## config.mk

```make
export PLATFORM = sky130hd
export DESIGN_NAME = vertical_jump_integrator
export DESIGN_NICKNAME = d
export VERILOG_FILES = /design/src/rtl/core/vji_pkg.sv /design/src/rtl/core/vertical_jump_integrator.sv
export SDC_FILE = /design/constraint.sdc
export NUM_CORES = 2
export LEC_CHECK = 0
export ABC_CLOCK_PERIOD_IN_PS = 10750
export BUFFER_PORTS_ARGS = -buffer_cell sky130_fd_sc_hd__buf_2
export CORE_UTILIZATION = 35
export DETAILED_ROUTE_END_ITERATION = 10
export GPL_TIMING_DRIVEN = 0
export SETUP_SLACK_MARGIN = 0.15
export SYNTH_ARGS = -nofsm -noshare
export SYNTH_HDL_FRONTEND = slang
export SYNTH_SLANG_ARGS = --single-unit
```

## constraint.sdc

```tcl
create_clock -name clock -period 10.75 [get_ports clock]
set_clock_uncertainty 0.05 [all_clocks]
set_input_delay 1.075 -clock clock [delete_from_list [all_inputs] [get_ports clock]]
set_output_delay 1.075 -clock clock [all_outputs]
set_load 0.1 [all_outputs]
```

## src/rtl/core/vji_pkg.sv

```systemverilog
// ---------------------------------------------------------------------------
// vji_pkg
// types and constants of the vertical jump integrator
// ---------------------------------------------------------------------------
package vji_pkg;

   localparam int DATA_W    = 32;
   localparam int FRAC_BITS = 12;
   localparam int DIV_BITS  = DATA_W - 1 + FRAC_BITS;
   localparam int DCNT_W    = $clog2(DIV_BITS);
   localparam int FALL_W    = 16;
   localparam int OP_W      = 3;
   localparam int CSR_IDX_W = 3;

   typedef enum logic [OP_W-1:0] {
      OP_TICK   = 3'd0,
      OP_START  = 3'd1,
      OP_HEIGHT = 3'd2,
      OP_STOP   = 3'd3,
      OP_LOAD   = 3'd4,
      OP_PAUSE  = 3'd5
   } op_type;

   typedef enum logic [CSR_IDX_W-1:0] {
      CSR_DEF_GRAVITY  = 3'd0,
      CSR_DEF_LAUNCH   = 3'd1,
      CSR_DEF_TERMINAL = 3'd2,
      CSR_ASC_GRAVITY  = 3'd3,
      CSR_ASC_LAUNCH   = 3'd4
   } csr_idx_type;

   typedef enum logic [2:0] {
      ST_IDLE,
      ST_VEL,
      ST_ACC,
      ST_DIV,
      ST_MUL,
      ST_TRIM,
      ST_FIN
   } state_type;

endpackage

```

## src/rtl/core/vertical_jump_integrator.sv

```systemverilog
// Vertical jump integrator in signed 20.12 fixed point. Tick, start, stop, load position,
// set pause, and start-to-height with a height of zero or minus one finish without the
// solver, with the response registered the cycle after the request. A general
// start-to-height runs the ascent solver on one shared adder (velocity step, then height
// sum) for up to MAX_ASCENT_STEPS ascent steps, then trims any overshoot with a bit-serial
// divider, one 32x32 multiply and one subtract. A new request is taken while the block is
// idle and the response slot is free or being emptied.
// ---------------------------------------------------------------------------
// vertical_jump_integrator
// vertical motion integrator with iterative start-to-height solver
// ---------------------------------------------------------------------------
module vertical_jump_integrator
   import vji_pkg::*;
#(
   parameter int MAX_ASCENT_STEPS = 4096
) (
   input  logic                 clock,
   input  logic                 reset,
   input  logic                 csr_write_enable,
   input  logic [CSR_IDX_W-1:0] csr_index,
   input  logic [DATA_W-1:0]    csr_wdata,
   input  logic                 req_valid,
   output logic                 req_ready,
   input  logic [OP_W-1:0]      req_op,
   input  logic [DATA_W-1:0]    req_launch_velocity,
   input  logic [DATA_W-1:0]    req_target_height,
   input  logic [DATA_W-1:0]    req_gravity_in,
   input  logic [DATA_W-1:0]    req_terminal_in,
   input  logic [DATA_W-1:0]    req_position_in,
   input  logic [DATA_W-1:0]    req_height_in,
   input  logic                 req_pause_in,
   output logic                 rsp_valid,
   input  logic                 rsp_ready,
   output logic [DATA_W-1:0]    rsp_z_out,
   output logic [DATA_W-1:0]    rsp_height_out,
   output logic [DATA_W-1:0]    rsp_velocity_out,
   output logic                 rsp_active_out,
   output logic [FALL_W-1:0]    rsp_fall_count_out,
   output logic [DATA_W-1:0]    rsp_start_z_out,
   output logic                 rsp_landed,
   output logic                 rsp_ascent_overflow
);

   localparam int STEP_W = $clog2(MAX_ASCENT_STEPS + 1);
   localparam logic [DATA_W-1:0] ALL_ONES = '1;

   state_type state_ff, state_in;

   logic [DATA_W-1:0] cfg_ff [5];

   logic [DATA_W-1:0] z_ff, z_in, h_ff, h_in, vel_ff, vel_in;
   logic [DATA_W-1:0] grav_ff, grav_in, term_ff, term_in, start_z_ff, start_z_in;
   logic              active_ff, active_in, paused_ff, paused_in;
   logic [FALL_W-1:0] fall_ff, fall_in;
   logic              landed_ff, landed_in, ovf_ff, ovf_in, rsp_valid_ff, rsp_valid_in;

   logic [DATA_W-1:0] svel_ff, svel_in, acc_ff, acc_in, tgt_ff, tgt_in;
   logic [DATA_W-1:0] sgrav_ff, sgrav_in, sterm_ff, sterm_in, dvs_ff, dvs_in;
   logic [DATA_W-1:0] rem_ff, rem_in, prod_ff, prod_in;
   logic [DIV_BITS-1:0] quo_ff, quo_in;
   logic [DCNT_W-1:0] dcnt_ff, dcnt_in;
   logic [STEP_W-1:0] steps_ff, steps_in;
   logic              sovf_ff, sovf_in, dneg_ff, dneg_in;

   logic              accept, reached, solve_done, need_trim;
   logic [DATA_W-1:0] excess, g2, q32, trim, hsum, nvel;
   logic [DATA_W-1:0] step_a, step_b, step_sum;
   logic [DATA_W:0]   trial;
   logic              st_en;
   logic [DATA_W-1:0] st_vel, st_grav, st_term;

   assign req_ready = (state_ff == ST_IDLE) && (!rsp_valid_ff || rsp_ready);
   assign accept    = req_valid && req_ready;

   assign reached    = (steps_ff != '0) && !($signed(acc_ff) < $signed(tgt_ff));
   assign solve_done = reached || (steps_ff == STEP_W'(MAX_ASCENT_STEPS));
   assign excess     = acc_ff - tgt_ff;
   assign need_trim  = ($signed(excess) > 0) && (svel_ff != '0);
   assign g2         = (req_gravity_in == ALL_ONES) ? cfg_ff[CSR_ASC_GRAVITY] : req_gravity_in;
   assign trial      = {rem_ff, quo_ff[DIV_BITS-1]};
   assign q32        = dneg_ff ? (DATA_W'(0) - quo_ff[DATA_W-1:0]) : quo_ff[DATA_W-1:0];
   assign trim       = DATA_W'($signed(prod_ff + (prod_ff[DATA_W-1] ? DATA_W'(4095) : '0))
                       >>> FRAC_BITS);
   assign hsum       = h_ff + vel_ff;
   assign nvel       = vel_ff - grav_ff;

   // shared ascent adder: velocity step, then height sum
   assign step_a   = (state_ff == ST_ACC) ? acc_ff : svel_ff;
   assign step_b   = (state_ff == ST_ACC) ? svel_ff : sgrav_ff;
   assign step_sum = step_a + step_b;

   // next state
   always_comb begin
      state_in = state_ff;
      unique case (state_ff)
         ST_IDLE: begin
            if (accept && (req_op == OP_HEIGHT) && (req_target_height != '0)
                && (req_target_height != ALL_ONES)) begin
               state_in = ST_VEL;
            end
         end
         ST_VEL: begin
            if (solve_done) begin
               state_in = need_trim ? ST_DIV : ST_FIN;
            end else begin
               state_in = ST_ACC;
            end
         end
         ST_ACC:  state_in = ST_VEL;
         ST_DIV: begin
            if (dcnt_ff == DCNT_W'(DIV_BITS - 1)) begin
               state_in = ST_MUL;
            end
         end
         ST_MUL:  state_in = ST_TRIM;
         ST_TRIM: state_in = ST_FIN;
         ST_FIN:  state_in = ST_IDLE;
         default: state_in = ST_IDLE;
      endcase
   end

   // datapath
   always_comb begin
      z_in = z_ff; h_in = h_ff; vel_in = vel_ff; grav_in = grav_ff; term_in = term_ff;
      start_z_in = start_z_ff; active_in = active_ff; paused_in = paused_ff;
      fall_in = fall_ff; landed_in = landed_ff; ovf_in = ovf_ff;
      rsp_valid_in = rsp_valid_ff && !rsp_ready;
      svel_in = svel_ff; acc_in = acc_ff; tgt_in = tgt_ff; sgrav_in = sgrav_ff;
      sterm_in = sterm_ff; dvs_in = dvs_ff; rem_in = rem_ff; prod_in = prod_ff;
      quo_in = quo_ff; dcnt_in = dcnt_ff; steps_in = steps_ff; sovf_in = sovf_ff;
      dneg_in = dneg_ff;
      st_en = 1'b0; st_vel = '0; st_grav = '0; st_term = '0;

      unique case (state_ff)
         ST_IDLE: begin
            if (accept) begin
               landed_in    = 1'b0;
               ovf_in       = 1'b0;
               rsp_valid_in = 1'b1;
               unique case (req_op)
                  OP_TICK: begin
                     if (!paused_ff && active_ff) begin
                        if (vel_ff[DATA_W-1] && (fall_ff != '1)) begin
                           fall_in = fall_ff + 1'b1;
                        end
                        if (($signed(vel_ff) <= 0) && ($signed(hsum) <= 0)) begin
                           z_in       = z_ff - h_ff;
                           h_in       = '0;
                           active_in  = 1'b0;
                           paused_in  = 1'b0;
                           start_z_in = ALL_ONES;
                           landed_in  = 1'b1;
                        end else begin
                           h_in   = hsum;
                           z_in   = z_ff + vel_ff;
                           vel_in = (term_ff[DATA_W-1] && ($signed(nvel) < $signed(term_ff)))
                                    ? term_ff : nvel;
                        end
                     end
                  end
                  OP_START: begin
                     st_en = 1'b1; st_vel = req_launch_velocity;
                     st_grav = req_gravity_in; st_term = req_terminal_in;
                  end
                  OP_HEIGHT: begin
                     if (req_target_height == '0) begin
                        st_en = 1'b1; st_vel = '0;
                        st_grav = req_gravity_in; st_term = req_terminal_in;
                     end else if (req_target_height == ALL_ONES) begin
                        st_en = 1'b1; st_vel = cfg_ff[CSR_ASC_LAUNCH];
                        st_grav = g2; st_term = req_terminal_in;
                     end else begin
                        rsp_valid_in = 1'b0;
                        sgrav_in = g2; sterm_in = req_terminal_in;
                        tgt_in = req_target_height; svel_in = '0; acc_in = '0;
                        steps_in = '0; sovf_in = ($signed(g2) <= 0);
                     end
                  end
                  OP_STOP: begin
                     active_in = 1'b0; paused_in = 1'b0; start_z_in = ALL_ONES;
                  end
                  OP_LOAD: begin
                     z_in = req_position_in; h_in = req_height_in;
                  end
                  OP_PAUSE: paused_in = req_pause_in;
                  default: ;
               endcase
            end
         end
         ST_VEL: begin
            if (solve_done) begin
               sovf_in = sovf_ff || !reached;
               rem_in  = '0;
               quo_in  = {excess[DATA_W-2:0], FRAC_BITS'(0)};
               dneg_in = svel_ff[DATA_W-1];
               dvs_in  = svel_ff[DATA_W-1] ? (DATA_W'(0) - svel_ff) : svel_ff;
               dcnt_in = '0;
            end else begin
               svel_in  = step_sum;
               steps_in = steps_ff + 1'b1;
            end
         end
         ST_ACC: acc_in = step_sum;
         ST_DIV: begin
            if (trial >= {1'b0, dvs_ff}) begin
               rem_in = DATA_W'(trial - {1'b0, dvs_ff});
               quo_in = {quo_ff[DIV_BITS-2:0], 1'b1};
            end else begin
               rem_in = trial[DATA_W-1:0];
               quo_in = {quo_ff[DIV_BITS-2:0], 1'b0};
            end
            dcnt_in = dcnt_ff + 1'b1;
         end
         ST_MUL:  prod_in = sgrav_ff * q32;
         ST_TRIM: svel_in = svel_ff - trim;
         ST_FIN: begin
            st_en = 1'b1; st_vel = svel_ff; st_grav = sgrav_ff; st_term = sterm_ff;
            ovf_in = sovf_ff; rsp_valid_in = 1'b1;
         end
         default: ;
      endcase

      if (st_en) begin
         if (st_vel == '0) begin
            vel_in = DATA_W'(0) - cfg_ff[CSR_DEF_GRAVITY];
         end else if (st_vel == ALL_ONES) begin
            vel_in = cfg_ff[CSR_DEF_LAUNCH];
         end else begin
            vel_in = st_vel;
         end
         grav_in    = (st_grav == ALL_ONES) ? cfg_ff[CSR_DEF_GRAVITY] : st_grav;
         term_in    = (st_term == ALL_ONES) ? cfg_ff[CSR_DEF_TERMINAL] : st_term;
         active_in  = 1'b1;
         paused_in  = 1'b0;
         fall_in    = '0;
         start_z_in = z_ff;
      end
   end

   always_ff @(posedge clock) begin
      if (reset) begin
         state_ff <= ST_IDLE;
         for (int i = 0; i < 5; i++) begin
            cfg_ff[i] <= '0;
         end
         z_ff <= '0; h_ff <= '0; vel_ff <= '0; grav_ff <= '0; term_ff <= '0;
         start_z_ff <= ALL_ONES; active_ff <= 1'b0; paused_ff <= 1'b0; fall_ff <= '0;
         landed_ff <= 1'b0; ovf_ff <= 1'b0; rsp_valid_ff <= 1'b0;
      end else begin
         state_ff <= state_in;
         if (csr_write_enable && (csr_index < CSR_IDX_W'(5))) begin
            cfg_ff[csr_index] <= csr_wdata;
         end
         z_ff <= z_in; h_ff <= h_in; vel_ff <= vel_in; grav_ff <= grav_in; term_ff <= term_in;
         start_z_ff <= start_z_in; active_ff <= active_in; paused_ff <= paused_in;
         fall_ff <= fall_in; landed_ff <= landed_in; ovf_ff <= ovf_in;
         rsp_valid_ff <= rsp_valid_in;
      end
   end

   always_ff @(posedge clock) begin
      svel_ff <= svel_in; acc_ff <= acc_in; tgt_ff <= tgt_in; sgrav_ff <= sgrav_in;
      sterm_ff <= sterm_in; dvs_ff <= dvs_in; rem_ff <= rem_in; prod_ff <= prod_in;
      quo_ff <= quo_in; dcnt_ff <= dcnt_in; steps_ff <= steps_in; sovf_ff <= sovf_in;
      dneg_ff <= dneg_in;
   end

   assign rsp_valid           = rsp_valid_ff;
   assign rsp_z_out           = z_ff;
   assign rsp_height_out      = h_ff;
   assign rsp_velocity_out    = vel_ff;
   assign rsp_active_out      = active_ff;
   assign rsp_fall_count_out  = fall_ff;
   assign rsp_start_z_out     = start_z_ff;
   assign rsp_landed          = landed_ff;
   assign rsp_ascent_overflow = ovf_ff;

endmodule

```

==> qor_table.md <==
| Metric | Value | Unit |
|:---|:---|:---|
| Outcome | complete, no violations | - |
| Routability Congestion | 1.00 | - |
| Total clock buffers created by CTS | 88 | - |
| Final critical path time including I/O delays and setup | 10,360 | ps |
| Drt wl/cell | 25.8 | um |
| Worst slew margin relative to its limit | 5.11 | % |
| Post-detail-place hpwl | 196 | mm |
| Slew at the pin closest to its max-slew limit | 1410 | ps |
| #FFs+latches synth | 696 | - |
| Drt first-iter violations | 5,611 | - |
| Sequential-to-total area share from yosys stat | 30.7 | % |
| Switching fraction of total power | 48.8 | % |
| Maximum number of pins on one net before global-route repair | 44 | - |
| Startpoint of the lowest-slack hold path | grav_ff[23] | - |
| End-of-flow core utilization | 40.2 | % |
| Setup violation total in the final timing report | 0 | - |
| Met1 Use GR | 34.8 | % |
| Number of unique standard cell types used by synthesis | 91 | - |
| Avg Cell Area, Syn | 9.27 | um2 |
| CP arrival | 10,780 | ps |
| Critical path launch point type | flop | - |
| FP Rows | 152 | - |
| DRT Wirelength | 244 | mm |
| Total number of vias | 53,200 | - |
| Nets | 8,115 | - |
| Antenna violations before repair | 22 | - |
| Critical path fanouts, max | 10 | - |
| Final Cycle Share | 96.4 | % |
| Longest individual stage delay on the worst path | 950 | ps |
| Post-CTS setup buffer count | 0 | - |
| Final ANT Viol Nets | 0 | - |
| First-pass GRT wire length | 353 | mm |
| Final Hold Fails | 0 | - |
| Most frequent cell on the critical path | sky130_fd_sc_hd__fa_1 | - |
| Total global routing overflow | 0 | - |
| Critical Path Start | quo_ff[4] | - |
| Starting density of the core | 35.4 | % |
| Number of sinks driven by the clock tree | 696 | - |
| Timing-limited maximum frequency | 0.0965 | GHz |
| CP endpoint | prod_ff[31] | - |
| Combinational group share of total power | 71.7 | % |
| Vias in the first global route | 52,500 | - |
| DR pass1 iterations | 6 | - |
| Synthesis-to-finish area growth | 13.6 | % |
| Power density over the cells | 366 | nW/um2 |
| Setup repair after global routing missed its margin | true | - |
| Cell with the most instances after synthesis | sky130_fd_sc_hd__inv_1 | - |
| Internal power | 13.0 | mW |
| Total of warnings raised by yosys | 0 | - |
| Internal reg-to-reg setup slack | 390 | ps |
| Total number of H-tree levels | 3 | - |
| Met3 usage in global routing | 5.05 | % |
| Part of the power in registers | 15.3 | % |
| Net switching power figure | 12.4 | mW |
| Syn Nets | 7,631 | - |
| Die Y-Extent | 420 | um |
| Core footprint | 172,000 | um2 |
| Number of slew-limit violations in the final report | 0 | - |
| Largest area contributor in the synthesized netlist | sky130_fd_sc_hd__edfxtp_1 | - |
| Number of maximum-capacitance constraint violations | 0 | - |
| Worst hold-check path type | reg2reg | - |
| Synth top area share | 23.6 | % |
| Number of enable-type register cells in the synthesized netlist | 480 | - |
| Most Used Layer, Global Route | met2 | - |
| Share of power burned in the clock network | 13.0 | % |
| Clk pin slew, worst setup/hold paths | 60 | ps |
| Share of synthesized registers carrying an async set or reset | 0 | % |
| Met2 Track Usage GR | 44.1 | % |
| Register-to-Register Path Depth | 30 | - |
| Clock latency reported for the late side of the worst-skew pair | 770 | ps |
| Number of design rule violations left after detail routing | 0 | - |
| Top FF cell, synth | sky130_fd_sc_hd__edfxtp_1 | - |
| Instance count along the most critical hold path | 2 | - |
| FF-to-FF End | prod_ff[31] | - |
| Top cells by instance count after synthesis | sky130_fd_sc_hd__inv_1 (655), sky130_fd_sc_hd__nand2_1 (581), sky130_fd_sc_hd__nor2_1 (483) | - |
| Layout cells sized above 1 | 9.70 | % |
| Post-route insts no fill | 9,471 | - |
| Number of buffers on the longest clock path | 3 | - |
| Max rail drop VDD | 0.00119 | V |
| Count of pins on the block boundary | 385 | - |
| Top cells by area in the synthesized netlist | sky130_fd_sc_hd__edfxtp_1 (24%), sky130_fd_sc_hd__fa_1 (14%), sky130_fd_sc_hd__ha_1 (8.1%), sky130_fd_sc_hd__dfxtp_1 (7.1%), sky130_fd_sc_hd__inv_1 (4.0%) | - |
| Worst Path Class, Setup | reg2reg | - |
| Critical path endpoint category | flop | - |
| Slowest cell on the critical path | sky130_fd_sc_hd__xor2_1 | - |
| Start of the worst register-to-register path | quo_ff[4] | - |
| Netlist area before placement | 61,000 | um2 |
| TritonCTS clock tree | done | - |
| Port Buffer Count | 383 | - |
| Required time at the endpoint of the critical path | 11,160 | ps |
| Die width | 420 | um |
| Vias per std cell | 5.62 | - |
| Leakage Power | 28.5 | nW |
| Cells after Synth | 6,587 | - |
| Area enclosed by the die boundary | 176,000 | um2 |
| CTS root buf | sky130_fd_sc_hd__clkbuf_16 | - |
| Total GRT Usage | 27.4 | % |
| DP Cell Count | 9,290 | - |
| Number of buffers added to fix hold violations after cts | 0 | - |
==> worst max-delay path: cells and delay by family (launching register included) <==
kind	cells	cell delay (ps)
adder cells (fa/ha/maj)	9	3990
buffers and inverters	4	770
AND/OR/NAND/NOR	7	1920
XOR/XNOR	2	1070
flip-flops	1	490
AO/OA/AOI/OAI	8	1810
==> worst min path at each step <==
| stage | to | slack (ps) |
|---|---|---|
| 2_1_floorplan | dneg_ff | 370 |
| 3_3_place_gp | grav_ff[7] | 390 |
| 3_5_place_dp | rsp_start_z_out[12] | 390 |
| 4_1_cts | rsp_start_z_out[12] | 410 |
| 5_1_grt | grav_ff[27] | 420 |
| 6_report | grav_ff[23] | 410 |
==> power by group through the flow <==
stage / Clock, mW / Sequential (mW) / Combinational [mW]
2_1_floorplan: 0 / 4.09 / 12.4
3_3_place_gp: 0 / 3.93 / 17.6
3_5_place_dp: 0 / 3.93 / 17.9
4_1_cts: 3.34 / 3.87 / 18.1
5_1_grt: 3.44 / 3.90 / 20.1
6_report: 3.30 / 3.89 / 18.2
==> sequential cells by signal, summed over array words and instances, names as in the netlist, 6 cells and up <==
register / cells
dvs_ff: 32
svel_ff: 32
rsp_height_out: 32
dcnt_ff: 6
cfg_ff: 160
rem_ff: 32
grav_ff: 32
rsp_start_z_out: 32
quo_ff: 43
tgt_ff: 32
rsp_fall_count_out: 16
sgrav_ff: 32
steps_ff: 13
prod_ff: 32
acc_ff: 32
sterm_ff: 32
rsp_z_out: 32
term_ff: 32
rsp_velocity_out: 32
==> per-stage QoR <==
step	total power, mW	area (um2)	worst slack [ps]	hold slack (ps)	TNS [ps]
floorplan	16.5	61000	2180	374	0
global placement	21.6	65900	-1250	390	-65250
detailed placement	21.8	66000	-891	395	-2650
CTS	25.3	69200	188	409	0
global route	27.4	69300	107	422	0
finish	25.4	69300	386	408	0
==> cells in the final DEF, fill, tap and decap left out, drive strengths merged, types with 57 or more instances in the layout <==
cell	instances
mux2i	88
edfxtp	480
nor4	64
inv	659
nand3	73
xnor2	278
nand2	581
and2	377
nor3	99
o21ai	274
nor2	483
nand2b	65
dfxtp	216
xor2	149
a211oi	72
nor2b	160
ha	393
fa	415
buf	427
nand4	57
mux2	71
clkbuf	390
a21oi	341
a21o	125
==> layer usage <==
layer | share of wire [%] | up-vias | routed length, um
li1 | - | 23900 | -
met1 | 40 | 26300 | 97900
met2 | 46 | 2463 | 112000
met3 | 8.1 | 564 | 19800
met4 | 5.8 | 2 | 14300
met5 | 0.0053 | - | 13
==> logic make-up (layout without fill, tap and decap cells) <==
group | count (synthesis) | count (layout) | share of synthesized area [%]
simple gates | 2141 | 2141 | 17.6
compound gates | 1379 | 1379 | 15.1
buf+inv | 977 | 1535 | 6.05
fa+ha+maj | 808 | 808 | 21.7
flops | 696 | 696 | 30.7
xor+xnor | 427 | 427 | 6.13
mux | 159 | 159 | 2.75
other cells | 0 | 16 | 0
==> layout make-up <==
cell class | instances | area [um2]
fill | 17200 | 103000
antenna | 16 | 40.0
tap | 2310 | 2890
buffer | 321 | 1240
clock buffer | 102 | 2300
timing repair buffer | 394 | 2080
clock inverter | 62 | 867
sequential | 696 | 18700
multi-input combinational | 4914 | 38700
inverter | 656 | 2460
==> timing repair <==
item,4_1_cts,5_1_grt
setup endpoints to repair,10,4
gates resized for setup,10,6
cloned,0,0
No activity file was read; power rests on OpenSTA's default activity.
